==> src/rtl/core/gwcs_pkg.sv <==
// shared types, widths and register codes for the gated window current sense block
package gwcs_pkg;

	// fixed field widths
	localparam int CH_W      = 2;
	localparam int SMP_W     = 12;
	localparam int THR_W     = 12;
	localparam int MINS_W    = 8;
	localparam int UA_W      = 24;
	localparam int MV_W      = 13;
	localparam int MASK_W    = 4;
	localparam int OCNT_W    = 8;
	localparam int CFG_IDX_W = 3;
	localparam int CFG_W     = 24;

	// full scale is 4096 counts, so scaling divides by a shift of 12
	localparam int FS_SHIFT = 12;

	// operand width of the shared multiply/divide unit, one bit per step
	localparam int OPW = 24;

	// stream widths
	localparam int S_FIELDS_W = CH_W + SMP_W;
	localparam int S_TDATA_W  = ((S_FIELDS_W + 7) / 8) * 8;
	localparam int M_FIELDS_W = CH_W + OCNT_W + MV_W + UA_W + MV_W + MV_W;
	localparam int M_TDATA_W  = ((M_FIELDS_W + 7) / 8) * 8;
	localparam int M_PAD_W    = M_TDATA_W - M_FIELDS_W;

	// parameter defaults
	localparam int NUM_CHANNELS_DEF = 4;
	localparam int MAX_WINDOW_DEF   = 128;

	// register reset values
	localparam logic [THR_W-1:0]  GATE_THRESHOLD_RST = THR_W'(327);
	localparam logic [MINS_W-1:0] MIN_SAMPLES_RST    = MINS_W'(5);
	localparam logic [UA_W-1:0]   UA_FULL_SCALE_RST  = UA_W'(1100000);
	localparam logic [MV_W-1:0]   MV_FULL_SCALE_RST  = MV_W'(3300);
	localparam logic [MASK_W-1:0] CHANNEL_MASK_RST   = MASK_W'(14);
	localparam logic [SMP_W-1:0]  MIN_RST            = {SMP_W{1'b1}};

	// register indexes
	typedef enum logic [CFG_IDX_W-1:0] {
		REG_GATE_THRESHOLD = 3'd0,
		REG_MIN_SAMPLES    = 3'd1,
		REG_UA_FULL_SCALE  = 3'd2,
		REG_MV_FULL_SCALE  = 3'd3,
		REG_CHANNEL_MASK   = 3'd4
	} gwcs_reg_e;

	// sequencer states
	typedef enum logic [3:0] {
		S_IDLE,
		S_ACC,
		S_PICK,
		S_MUL_MV,
		S_DIV_MV,
		S_MUL_UA,
		S_DIV_UA,
		S_MUL_MIN,
		S_MUL_MAX,
		S_OUT
	} gwcs_state_e;

	// shared unit operations
	typedef enum logic {
		OP_MUL,
		OP_DIV
	} gwcs_op_e;

	// command from the sequencer to the shared unit
	typedef struct packed {
		logic     start;
		gwcs_op_e op;
	} gwcs_cmd_t;

endpackage

==> src/rtl/core/gated_window_current_sense.sv <==
// top level: per-channel gated accumulation and window-end summary sequencer
// an item is accepted in idle and updates its channel in the next cycle, so no new
// item is taken before that update is made; with no window end it returns to idle.
// a window-end item then reports each enabled channel through the shared unit: six
// operations per enabled channel, then a wait until the result item is taken.
// arst_n clears the channel store, the registers to their defaults and the sequencer.
module gated_window_current_sense #(
	parameter int NUM_CHANNELS = gwcs_pkg::NUM_CHANNELS_DEF,
	parameter int MAX_WINDOW   = gwcs_pkg::MAX_WINDOW_DEF
) (
	input  logic                           clk,
	input  logic                           arst_n,
	// configuration write port
	input  logic                           cfg_we,
	input  logic [gwcs_pkg::CFG_IDX_W-1:0] cfg_idx,
	input  logic [gwcs_pkg::CFG_W-1:0]     cfg_wdata,
	// input items
	input  logic                           s_tvalid,
	output logic                           s_tready,
	input  logic [gwcs_pkg::S_TDATA_W-1:0] s_tdata,  // channel, sample, zero pad
	input  logic                           s_tlast,  // window_end
	// result items
	output logic                           m_tvalid,
	input  logic                           m_tready,
	// out_channel, samples_counted, mean_mv, current_ua, min_mv, max_mv, zero pad
	output logic [gwcs_pkg::M_TDATA_W-1:0] m_tdata,
	output logic                           m_tlast   // last
);
	import gwcs_pkg::*;

	localparam int NCH  = (NUM_CHANNELS < (1 << CH_W)) ? NUM_CHANNELS : (1 << CH_W);
	localparam int IW   = (NCH > 1) ? $clog2(NCH) : 1;
	localparam int CW   = $clog2(MAX_WINDOW + 1);
	localparam int SW   = SMP_W + CW;
	localparam int PW   = SW + OPW;
	localparam int CMPW = (CW > MINS_W) ? CW : MINS_W;
	localparam int RW   = CH_W + 1;

	// configuration registers
	logic [THR_W-1:0]  thr_q;
	logic [MINS_W-1:0] min_smp_q;
	logic [UA_W-1:0]   ua_fs_q;
	logic [MV_W-1:0]   mv_fs_q;
	logic [MASK_W-1:0] mask_q;

	// channel store
	logic [CW-1:0]    cnt_q [NCH];
	logic [SW-1:0]    sum_q [NCH];
	logic [SMP_W-1:0] min_q [NCH];
	logic [SMP_W-1:0] max_q [NCH];

	// input item, report pointer, results
	logic [CH_W-1:0]  ch_q;
	logic [SMP_W-1:0] smp_q;
	logic             wend_q;
	logic [RW-1:0]    rep_q;
	logic             launched_q;
	logic [PW-1:0]    prod_q;
	logic [CH_W-1:0]  out_ch_q;
	logic [OCNT_W-1:0] out_cnt_q;
	logic [MV_W-1:0]  mean_mv_q;
	logic [UA_W-1:0]  ua_q;
	logic [MV_W-1:0]  min_mv_q;
	logic [MV_W-1:0]  max_mv_q;
	logic             last_q;

	gwcs_state_e state_q, state_d;

	gwcs_cmd_t      cmd;
	logic [PW-1:0]  opa;
	logic [OPW-1:0] opb;
	logic           done;
	logic [PW-1:0]  acc;
	logic [OPW-1:0] quo;

	logic [IW-1:0]    rd_idx;
	logic [CW-1:0]    rd_cnt;
	logic [SW-1:0]    rd_sum;
	logic [SMP_W-1:0] rd_min;
	logic [SMP_W-1:0] rd_max;
	logic             ch_ok;
	logic             upd;
	logic             pick_end;
	logic             pick_hit;
	logic             too_few;
	logic             none;
	logic             more;
	logic [MASK_W-1:0] mask_eff;

	// store read port, shared between accumulate and report
	always_comb begin
		rd_idx = (state_q == S_ACC) ? ch_q[IW-1:0] : rep_q[IW-1:0];
		rd_cnt = cnt_q[rd_idx];
		rd_sum = sum_q[rd_idx];
		rd_min = min_q[rd_idx];
		rd_max = max_q[rd_idx];
	end

	// gate and window checks
	always_comb begin
		ch_ok    = ({1'b0, ch_q} < RW'(NCH));
		upd      = ch_ok && (smp_q > thr_q) && (rd_cnt < CW'(MAX_WINDOW));
		too_few  = (CMPW'(rd_cnt) <= CMPW'(min_smp_q));
		none     = (rd_cnt == '0);
		mask_eff = mask_q & MASK_W'((1 << NCH) - 1);
		pick_end = (rep_q >= RW'(NCH));
		pick_hit = mask_eff[rep_q[CH_W-1:0]];
	end

	// any enabled channel after the one being reported
	always_comb begin
		more = 1'b0;
		for (int i = 0; i < MASK_W; i++) begin
			if (mask_eff[i] && (RW'(i) > rep_q)) begin
				more = 1'b1;
			end
		end
	end

	// next state
	always_comb begin
		state_d = state_q;
		unique case (state_q)
			S_IDLE:    if (s_tvalid) state_d = S_ACC;
			S_ACC:     state_d = wend_q ? S_PICK : S_IDLE;
			S_PICK: begin
				if (pick_end) begin
					state_d = S_IDLE;
				end else if (pick_hit) begin
					state_d = S_MUL_MV;
				end
			end
			S_MUL_MV:  if (done) state_d = S_DIV_MV;
			S_DIV_MV:  if (done) state_d = S_MUL_UA;
			S_MUL_UA:  if (done) state_d = S_DIV_UA;
			S_DIV_UA:  if (done) state_d = S_MUL_MIN;
			S_MUL_MIN: if (done) state_d = S_MUL_MAX;
			S_MUL_MAX: if (done) state_d = S_OUT;
			S_OUT:     if (m_tready) state_d = S_PICK;
			default:   state_d = S_IDLE;
		endcase
	end

	// sequencer outputs and shared unit operands
	always_comb begin
		s_tready  = 1'b0;
		m_tvalid  = 1'b0;
		cmd.start = 1'b0;
		cmd.op    = OP_MUL;
		opa       = PW'(rd_sum);
		opb       = OPW'(mv_fs_q);
		unique case (state_q)
			S_IDLE: s_tready = 1'b1;
			S_MUL_MV: begin
				cmd.start = !launched_q;
			end
			S_DIV_MV, S_DIV_UA: begin
				cmd.start = !launched_q;
				cmd.op    = OP_DIV;
				opa       = prod_q >> FS_SHIFT;
				opb       = OPW'(rd_cnt);
			end
			S_MUL_UA: begin
				cmd.start = !launched_q;
				opb       = OPW'(ua_fs_q);
			end
			S_MUL_MIN: begin
				cmd.start = !launched_q;
				opa       = PW'(rd_min);
			end
			S_MUL_MAX: begin
				cmd.start = !launched_q;
				opa       = PW'(rd_max);
			end
			S_OUT:  m_tvalid = 1'b1;
			default: begin
			end
		endcase
	end

	// state and control registers
	always_ff @(posedge clk or negedge arst_n) begin
		if (!arst_n) begin
			state_q    <= S_IDLE;
			launched_q <= 1'b0;
			rep_q      <= '0;
		end else begin
			state_q <= state_d;
			if (done) begin
				launched_q <= 1'b0;
			end else if (cmd.start) begin
				launched_q <= 1'b1;
			end
			if (state_q == S_ACC) begin
				rep_q <= '0;
			end else if ((state_q == S_PICK) && !pick_end && !pick_hit) begin
				rep_q <= rep_q + RW'(1);
			end else if ((state_q == S_OUT) && m_tready) begin
				rep_q <= rep_q + RW'(1);
			end
		end
	end

	// configuration registers
	always_ff @(posedge clk or negedge arst_n) begin
		if (!arst_n) begin
			thr_q     <= GATE_THRESHOLD_RST;
			min_smp_q <= MIN_SAMPLES_RST;
			ua_fs_q   <= UA_FULL_SCALE_RST;
			mv_fs_q   <= MV_FULL_SCALE_RST;
			mask_q    <= CHANNEL_MASK_RST;
		end else if (cfg_we) begin
			unique case (cfg_idx)
				REG_GATE_THRESHOLD: thr_q     <= cfg_wdata[THR_W-1:0];
				REG_MIN_SAMPLES:    min_smp_q <= cfg_wdata[MINS_W-1:0];
				REG_UA_FULL_SCALE:  ua_fs_q   <= cfg_wdata[UA_W-1:0];
				REG_MV_FULL_SCALE:  mv_fs_q   <= cfg_wdata[MV_W-1:0];
				REG_CHANNEL_MASK:   mask_q    <= cfg_wdata[MASK_W-1:0];
				default: begin
				end
			endcase
		end
	end

	// channel store: accumulate one item, clear everything after the last report
	always_ff @(posedge clk or negedge arst_n) begin
		if (!arst_n) begin
			for (int c = 0; c < NCH; c++) begin
				cnt_q[c] <= '0;
				sum_q[c] <= '0;
				min_q[c] <= MIN_RST;
				max_q[c] <= '0;
			end
		end else if ((state_q == S_ACC) && upd) begin
			cnt_q[rd_idx] <= rd_cnt + CW'(1);
			sum_q[rd_idx] <= rd_sum + SW'(smp_q);
			if (smp_q < rd_min) min_q[rd_idx] <= smp_q;
			if (smp_q > rd_max) max_q[rd_idx] <= smp_q;
		end else if ((state_q == S_PICK) && pick_end) begin
			for (int c = 0; c < NCH; c++) begin
				cnt_q[c] <= '0;
				sum_q[c] <= '0;
				min_q[c] <= MIN_RST;
				max_q[c] <= '0;
			end
		end
	end

	// input item capture
	always_ff @(posedge clk) begin
		if (s_tvalid && s_tready) begin
			ch_q   <= s_tdata[CH_W-1:0];
			smp_q  <= s_tdata[CH_W +: SMP_W];
			wend_q <= s_tlast;
		end
	end

	// result capture from the shared unit
	always_ff @(posedge clk) begin
		if (done) begin
			unique case (state_q)
				S_MUL_MV, S_MUL_UA: prod_q <= acc;
				S_DIV_MV:  mean_mv_q <= too_few ? '0 : quo[MV_W-1:0];
				S_DIV_UA:  ua_q      <= too_few ? '0 : quo[UA_W-1:0];
				S_MUL_MIN: min_mv_q  <= none ? '0 : acc[FS_SHIFT +: MV_W];
				S_MUL_MAX: begin
					max_mv_q  <= none ? '0 : acc[FS_SHIFT +: MV_W];
					out_ch_q  <= rep_q[CH_W-1:0];
					out_cnt_q <= OCNT_W'(rd_cnt);
					last_q    <= !more;
				end
				default: begin
				end
			endcase
		end
	end

	gwcs_muldiv #(
		.PW(PW)
	) u_muldiv (
		.clk   (clk),
		.arst_n(arst_n),
		.cmd   (cmd),
		.opa   (opa),
		.opb   (opb),
		.done  (done),
		.acc   (acc),
		.quo   (quo)
	);

	// result item
	assign m_tdata = {{M_PAD_W{1'b0}}, max_mv_q, min_mv_q, ua_q, mean_mv_q, out_cnt_q, out_ch_q};
	assign m_tlast = last_q;

	// no new item is taken while a result is pending
	a_no_overlap: assert property (@(posedge clk) disable iff (!arst_n)
		!(s_tready && m_tvalid))
		else $error("input ready while a result is pending");

	// a result appears only after the last scaling operation of a channel
	a_out_after_max: assert property (@(posedge clk) disable iff (!arst_n)
		$rose(m_tvalid) |-> $past(state_q == S_MUL_MAX) && $past(done))
		else $error("result shown before its computation finished");

	// the count of the addressed channel never passes the window limit
	a_cnt_bound: assert property (@(posedge clk) disable iff (!arst_n)
		(state_q == S_ACC) && ch_ok |-> rd_cnt <= CW'(MAX_WINDOW))
		else $error("gated count above window limit");

	// the shared unit is started only once per operation
	a_single_start: assert property (@(posedge clk) disable iff (!arst_n)
		cmd.start |=> !cmd.start)
		else $error("shared unit started twice");

endmodule

==> src/rtl/core/gwcs_muldiv.sv <==
// shared iterative multiply / restoring divide unit built around one adder
module gwcs_muldiv #(
	parameter int PW = 44
) (
	input  logic                     clk,
	input  logic                     arst_n,
	input  gwcs_pkg::gwcs_cmd_t      cmd,
	input  logic [PW-1:0]            opa,
	input  logic [gwcs_pkg::OPW-1:0] opb,
	output logic                     done,
	output logic [PW-1:0]            acc,
	output logic [gwcs_pkg::OPW-1:0] quo
);
	import gwcs_pkg::*;

	localparam int STEP_W = $clog2(OPW);
	localparam logic [STEP_W-1:0] STEP_LAST = STEP_W'(OPW - 1);

	logic              busy_q;
	logic              done_q;
	logic              is_div_q;
	logic [STEP_W-1:0] step_q;
	logic [PW-1:0]     acc_q;
	logic [PW-1:0]     b_q;
	logic [OPW-1:0]    q_q;

	logic [PW:0]   sum;
	logic [PW-1:0] b_in;
	logic          carry;

	// the one adder: add for multiply, subtract with carry-out as no-borrow for divide
	always_comb begin
		b_in  = is_div_q ? ~b_q : b_q;
		sum   = {1'b0, acc_q} + {1'b0, b_in} + {{PW{1'b0}}, is_div_q};
		carry = sum[PW];
	end

	// control
	always_ff @(posedge clk or negedge arst_n) begin
		if (!arst_n) begin
			busy_q   <= 1'b0;
			done_q   <= 1'b0;
			is_div_q <= 1'b0;
			step_q   <= '0;
		end else begin
			done_q <= 1'b0;
			if (cmd.start) begin
				busy_q   <= 1'b1;
				step_q   <= '0;
				is_div_q <= (cmd.op == OP_DIV);
			end else if (busy_q) begin
				step_q <= step_q + STEP_W'(1);
				if (step_q == STEP_LAST) begin
					busy_q <= 1'b0;
					done_q <= 1'b1;
				end
			end
		end
	end

	// operand load and one step per cycle
	always_ff @(posedge clk) begin
		if (cmd.start) begin
			unique case (cmd.op)
				OP_MUL: begin
					acc_q <= '0;
					b_q   <= opa;
					q_q   <= opb;
				end
				OP_DIV: begin
					acc_q <= opa;
					b_q   <= PW'(opb) << (OPW - 1);
					q_q   <= '0;
				end
				default: begin
					acc_q <= '0;
					b_q   <= '0;
					q_q   <= '0;
				end
			endcase
		end else if (busy_q) begin
			if (is_div_q) begin
				if (carry) begin
					acc_q <= sum[PW-1:0];
				end
				q_q <= {q_q[OPW-2:0], carry};
				b_q <= b_q >> 1;
			end else begin
				if (q_q[0]) begin
					acc_q <= sum[PW-1:0];
				end
				q_q <= q_q >> 1;
				b_q <= b_q << 1;
			end
		end
	end

	assign done = done_q;
	assign acc  = acc_q;
	assign quo  = q_q;

endmodule
==> config.mk <==
export PLATFORM = sky130hd
export DESIGN_NAME = gated_window_current_sense
export DESIGN_NICKNAME = d
export VERILOG_FILES = /design/src/rtl/core/gwcs_pkg.sv /design/src/rtl/core/gated_window_current_sense.sv /design/src/rtl/core/gwcs_muldiv.sv
export SDC_FILE = /design/constraint.sdc
export NUM_CORES = 1
export LEC_CHECK = 0
export BUFFER_PORTS_ARGS = -buffer_cell sky130_fd_sc_hd__clkbuf_2
export CAP_MARGIN = 10
export CORE_UTILIZATION = 49
export CTS_CLUSTER_DIAMETER = 120
export DETAILED_ROUTE_END_ITERATION = 8
export GPL_ROUTABILITY_DRIVEN = 1
export PLACE_DENSITY = 0.66
export SETUP_SLACK_MARGIN = 0.3
export SLEW_MARGIN = 30
export SYNTH_ARGS = -nofsm -noshare
export SYNTH_HDL_FRONTEND = slang
export SYNTH_HIERARCHICAL = 1
export SYNTH_SLANG_ARGS = --single-unit
==> constraint.sdc <==
create_clock -name clk -period 9.1 [get_ports clk]
set_clock_uncertainty 0.2 [all_clocks]
set_input_delay 1.82 -clock clk [delete_from_list [all_inputs] [get_ports clk]]
set_output_delay 1.82 -clock clk [all_outputs]
set_load 0.01 [all_outputs]
# Word level (Yosys, flattened, before mapping)
# Cells that the tools add are included.
word_totals:
  ff_bits: 530
  wordCells: 217
  in_bits: 49
  out_inout_bits: 83
op_classes:
  n_bitwise: 3
  add_sub_neg: 6
  magnitude_cmp: 13
  n_eq_ne: 26
  n_mux: 86
  reduce_logical: 41
op_table:
  columns: ["operator", "n"]
  rows:
  - ["$mux W44", 9]
  - ["$mux W48", 6]
  - ["$pmux W44 S2", 2]
  - ["$mux W80", 2]
  - ["$bwmux W48", 2]
  - ["$pmux W24 S2", 2]
  - ["$pmux W32 S3", 1]
  - ["$bwmux W80", 1]
  - ["$mux W24", 3]
  - ["$mux W32", 2]
  - ["$mux W12", 5]
  - ["$mux W20", 3]
  - ["$bmux W12 S2", 2]
  - ["$add A44 B44 Y45", 1]
  - ["$add A45 B1 Y45", 1]
  - ["$not A44 Y44", 1]
  - ["$bmux W20 S2", 1]
  - ["$demux W20 S2", 1]
  - ["$mux W4", 10]
  - ["$pmux W4 S10", 1]
  - ["$bwmux W32", 1]
  - ["$demux W12 S2", 1]
  - ["$gt A12 B12 Y1", 2]
  - ["$mux W8", 3]
  - ["45 further kinds", 112]

# Longest topological paths before layout
logic_depth:
  word_depth: 11
  ltp_mapped: 19

# Modules after synthesis
# Netlist, hierarchy kept.
by_module_without_submodules:
  columns: ["mod", "instances", "cells_each", "area_each_um2", "seq_area_each_um2"]
  rows:
  - ["gated_window_current_sense", 1, 1637, 19244.7, 10654.0]
  - ["gwcs_muldiv", 1, 930, 8867.3, 3563.4]

# Worst setup path before layout
# No wires, ideal clock.
synth_path:
  path_type: "reg2reg"
  start: "register u_muldiv.is_div_q"
  end: "register u_muldiv.acc_q[0] (netlist: u_muldiv/acc[0]), enable pin"
  stages_incl_launch_ff: 13
  t_arrival_ps: 5296
  slack_ps: 3149
  period_less_slack_ps: 5951
  required_time_ps: 8445
  path_cell_list: "dfrtp_1 -> clkbuf_1 -> buf_1 -> clkbuf_1 -> xor2_1 -> ha_1 -> clkbuf_1 -> nand4_1 -> nor4_1 -> a21oi_2 -> nor2_1 -> o41ai_2 -> o21bai_1"
synth_via:
  elab_chain_len: 5
  elab_cells_between_ends: 6
  cone_classes: "add/sub: 2; eq/ne: 1; mux: 1; reduce/logical: 2"
synth_rtl:
  columns: ["item", "line", "rtl"]
  rows:
  - ["start: declaration", "gwcs_muldiv.sv:21", "logic is_div_q;"]
  - ["start signal: assignment", "gwcs_muldiv.sv:50", "is_div_q <= (cmd.op == OP_DIV);"]
  - ["$mux W44", "gwcs_muldiv.sv:33", "b_in = is_div_q ? ~b_q : b_q;"]
  - ["$add A44 B44 Y45", "gwcs_muldiv.sv:34", "sum = {1'b0, acc_q} + {1'b0, b_in} + {{PW{1'b0}}, is_div_q};"]
  - ["$add A45 B1 Y45", "gwcs_muldiv.sv:34", null]
  - ["$ne A3 B3 Y1 (no source line)", null, null]
  - ["$reduce_and A3 Y1 (no source line) *", null, null]
  - ["end signal: assignment", "gwcs_muldiv.sv:71", "acc_q <= opa;"]
  - ["end signal: assignment", "gwcs_muldiv.sv:84", "acc_q <= sum[PW-1:0];"]
  - ["end signal: assignment", "gwcs_muldiv.sv:90", "acc_q <= sum[PW-1:0];"]
  - ["end: declaration", "gwcs_muldiv.sv:23", "logic [PW-1:0] acc_q;"]
# Mark *: on every way between the ends. The rest lies on a longest branch, timed or not.
# A chain may end at the register's enable or synchronous reset.

# Worst setup path in the final report
layout_path:
  start: "register state_q[2]"
  end: "register max_q[20] (netlist bit)"
layout_via:
  elab_chain_len: 11
  elab_cells_between_ends: 26
  cone_classes: "order compare: 4; eq/ne: 3; mux: 12; bitwise: 1; reduce/logical: 6"
layout_rtl:
  columns: ["item", "line", "rtl"]
  rows:
  - ["start: declaration", "gated_window_current_sense.sv:67", "gwcs_state_e state_q, state_d;"]
  - ["start signal: assignment", "gated_window_current_sense.sv:188", "state_q <= state_d;"]
  - ["$eq A4 B1 Y1", "gated_window_current_sense.sv:92, gated_window_current_sense.sv:234", null]
  - ["$mux W2", "gated_window_current_sense.sv:92", "rd_idx = (state_q == S_ACC) ? ch_q[IW-1:0] : rep_q[IW-1:0];"]
  - ["$not A2 Y3 (implied by the code)", "gated_window_current_sense.sv:93, gated_window_current_sense.sv:96, gated_window_current_sense.sv:238", null]
  - ["$bmux W8 S2", "gated_window_current_sense.sv:93", "rd_cnt = cnt_q[rd_idx];"]
  - ["$mux W8 (implied by the code) (2 in a row)", "gated_window_current_sense.sv:93", null]
  - ["$lt A8 B8 Y1", "gated_window_current_sense.sv:102", "upd = ch_ok && (smp_q > thr_q) && (rd_cnt < CW'(MAX_WINDOW));"]
  - ["$logic_and A1 B1 Y1", "gated_window_current_sense.sv:102", null]
  - ["$logic_and A1 B1 Y1", "gated_window_current_sense.sv:234", "end else if ((state_q == S_ACC) && upd) begin"]
  - ["$ne A2 B1 Y1 (no source line) / $reduce_bool A2 Y1 (equally long branches)", null, null]
  - ["$reduce_and A2 Y1 (no source line)", null, null]
  - ["end signal: indexed assignment", "gated_window_current_sense.sv:238", "if (smp_q > rd_max) max_q[rd_idx] <= smp_q;"]
  - ["end: declaration", "gated_window_current_sense.sv:50", "logic [SMP_W-1:0] max_q [NCH];"]
# Parallel ways exist; a longest one is shown, timed or not. The select of a mux whose other input is x is not followed.

==> impl_metrics.yaml <==
placement:
  port_buffers: 122
  placed_area_sq_mm: 0.0294
  gp_congestion: 0.919
  place_inst: 3319
  hpwl_um: 49300
setup_path:
  cpPeakStageDelay_ns: 0.82
  timing.rr.start: "state_q[2]$_DFFE_PN0P_"
  crit_arrival_ns: 6.30
  reg2reg_to: "max_q[20]$_DFFE_PN0P_"
  reg2reg_slack_ns: 3.08
  cp_max_fo: 43
  cpMaxStageDelayCell: "nor4b_4"
  endpoint_kind: "flop"
  cp_cell_sequence: "nor4b_4, mux2i_4, buf_12, mux4_2, inv_1, ha_1, nand4_1, or2_2, a21o_1, o211a_1, o211ai_1, buf_4, a21boi_2, o21ai_0"
  timing.critical_path.to: "max_q[20]$_DFFE_PN0P_"
  required_ns: 9.38
  critPathKind: "reg2reg"
  startpoint: "state_q[2]$_DFFE_PN0P_"
  worstSetupStartpointType: "flop"
  reg2reg_depth: 14
floorplanning:
  start_util: 0.498
  io_pins: 132
  coreArea_sq_mm: 0.0565
  die_w_um: 242
  fp.dieH_um: 242
  std_cell_rows: 87
  dieArea_sq_mm: 0.0583
cells_and_area:
  syn_to_final_growth_pct: 11.2
  stdcell_count: 3427
  fin_area_sq_mm: 0.0313
  final-seq-area_sq_mm: 0.0142
  drive_above_1_share: 0.184
  diodes: 0
  nNetsFinal: 2782
  post-route-util: 0.553
  fillCellCount: 4779
  multi_input_area_sq_mm: 0.0130
drt:
  dr.pass1.iters: 5
  vias: 20500
  vias_per_cell: 5.99
  ant_nets: 0
  wl_um: 73500
  drt_iter0_markers: 1703
  route.detailed.drc: 0
  routedWlPerCell_um: 21.5
logic_synthesis:
  synth_seq_area_share: 0.506
  synth_edf_count: 233
  yosys_warnings: 6
  postSynthCellCount: 2567
  yosysUniqueCellTypes: 93
  synthArstFlopShare: 0.550
  syn_avg_cell_area_sq_um: 11.0
  synth_top_area_frac: 0.249
  ys_ff_latch: 518
  synth_area_sq_mm: 0.0281
  synth_top_area_cell: "edfxtp_1"
  synth_ff_type: "edfxtp_1"
  synth_area_leaders: "edfxtp_1 (25%), dfrtp_1 (19%), dfstp_2 (6.6%)"
cts:
  clockBufferDepth: 3
  cts_root_buffer: "clkbuf_16"
  post-cts-setup-buffers: 0
  path_clk_slew_ns: 0.06
  cts_sinks: 518
  h-tree-depth: 2
  cts_tree: "built"
  holdBufCountCts: 0
  cts_made_buffers: 56
  post_cts_resized: 0
  worstSkewPairLatency_ns: 0.64
global_route:
  grt_pass1_wl_um: 116000
  antenna_found_initial: 0
  grt-ovfl-total: 0
  grt_pass1_vias: 20500
  grt_usage: 0.251
  grt_max_degree: 125
sta:
  tightest_slew_ns: 1.00
  period_share: 0.662
  tns_ns: 0
  finalSetupViolations: 0
  fin_hold_ws_ns: 0.269
  fmax_mhz: 166
  hold_viol: 0
  finalMaxSlewViolations: 0
  min_period_ns: 6.02
  rsz0062_at_grt: "false"
  slew_headroom: 0.330
status:
  status: "finished clean"
power_and_ir_drop:
  static-leakage-power_nw: 12.8
  p_per_area_mw_per_mm2: 403
  ir_drop_mv: 0.224
flow_run:
  cap_violations: 0
min_path:
  worstHoldPathType: "reg2reg"
-- worst min-delay path by stage --
stage | from | to | depth (start not counted)
after floorplan | u_muldiv/acc[25]$_DFFE_PP_ | prod_q[25]$_DFFE_PP_ | 0
after global placement | max_q[44]$_DFFE_PN0P_ | max_q[44]$_DFFE_PN0P_ | 1
after detailed placement | u_muldiv/acc[27]$_DFFE_PP_ | prod_q[27]$_DFFE_PP_ | 0
after CTS | u_muldiv/acc[41]$_DFFE_PP_ | prod_q[41]$_DFFE_PP_ | 0
after global routing | u_muldiv/acc[41]$_DFFE_PP_ | prod_q[41]$_DFFE_PP_ | 0
final | u_muldiv/acc[41]$_DFFE_PP_ | prod_q[41]$_DFFE_PP_ | 0
-- cell usage after synthesis (all sizes together), types with 38 or more instances --
cell type / instances
o21ai: 248
edfxtp: 233
dfrtp: 214
nand2: 206
nand3: 142
clkbuf: 141
nor2: 137
ha: 108
a21oi: 100
inv: 96
mux2i: 77
dfstp: 71
xor2: 69
a21o: 59
mux4: 53
buf: 52
mux2: 46
and2: 38
-- power breakdown --
group	leakage, nW	internal [mW]	switching (mW)	total, mW
Clock	0.852	1.25	0.956	2.21
Sequential	5.82	3.60	0.536	4.13
Combinational	6.13	2.56	3.71	6.27
Total	12.8	7.41	5.20	12.6
-- critical path: cells and delay by family (launching register included) --
kind                     cells  cell delay, ns
AO/OA/AOI/OAI                5            1.30
adder cells (fa/ha/maj)      1            0.14
buffers and inverters        3            0.89
flip-flops                   1            0.52
multiplexers                 2            1.42
AND/OR/NAND/NOR              3            1.27
-- cell usage in the layout, fill, tap and decap left out, types with 22 or more instances in the layout --
master,count
clkbuf_1,22
edfxtp_1,233
a211oi_1,23
nand4_1,26
ha_1,108
a22o_1,26
nand2_1,205
clkbuf_2,121
dfstp_2,71
a21o_1,59
clkbuf_16,57
o21ai_0,237
buf_4,33
nor3b_1,33
o2bb2ai_1,37
nor2b_1,36
mux2_2,45
nand3_1,136
inv_1,95
dfrtp_1,213
xor2_1,69
and3_1,36
nor2_1,133
xnor2_1,34
a21oi_1,98
mux4_2,53
conb_1,31
and2_1,37
mux2i_1,75
-- sequential cells by signal (all words and copies together), names as in the netlist, 13 cells and up --
register / count
cnt_q: 32
ua_q: 24
u_muldiv/quo: 24
prod_q: 32
mean_mv_q: 13
u_muldiv/acc: 44
sum_q: 80
ua_fs_q: 24
max_mv_q: 13
min_mv_q: 13
max_q: 48
min_q: 48
u_muldiv/b_q: 44
mv_fs_q: 13
-- stage by stage --
| step | total power, mW | worst slack (ns) |
|---|---|---|
| 6_report | 12.6 | 3.08 |
| 5_1_grt | 13.5 | 2.76 |
| 4_1_cts | 12.6 | 2.98 |
| 3_5_place_dp | 10.3 | 3.00 |
| 3_3_place_gp | 10.1 | 2.88 |
| 2_1_floorplan | 8.71 | 3.15 |
-- logic make-up (layout without fill, tap and decap cells) --
kind of cell	Yosys count	count (layout)	synth area share
buffers and inverters	289	363	0.0421
XOR/XNOR	103	103	0.0321
other	1	31	0.000133
multiplexers	176	176	0.0889
flip-flops	518	518	0.506
AO/OA/AOI/OAI	645	645	0.152
adder cells (fa/ha/maj)	110	110	0.0495
AND/OR/NAND/NOR	725	725	0.129
-- per-layer routing --
metal | up-vias | global-route usage | wire length, um
met4 | 0 | 0.107 | 2970
met3 | 145 | 0.0394 | 4540
li1 | 9485 | - | -
met1 | 10300 | 0.346 | 32100
met5 | - | 0 | 0
met2 | 649 | 0.395 | 33900
-- cell type report --
| cell class | count | share of cell area |
|---|---|---|
| Inverter | 96 | 0.0115 |
| Multi-Input combinational cell | 1790 | 0.416 |
| Tap cell | 756 | 0.0303 |
| Timing Repair Buffer | 161 | 0.0313 |
| Clock inverter | 26 | 0.00768 |
| Clock buffer | 80 | 0.0487 |
| Sequential cell | 518 | 0.455 |
No activity file was read; power rests on OpenSTA's default activity.
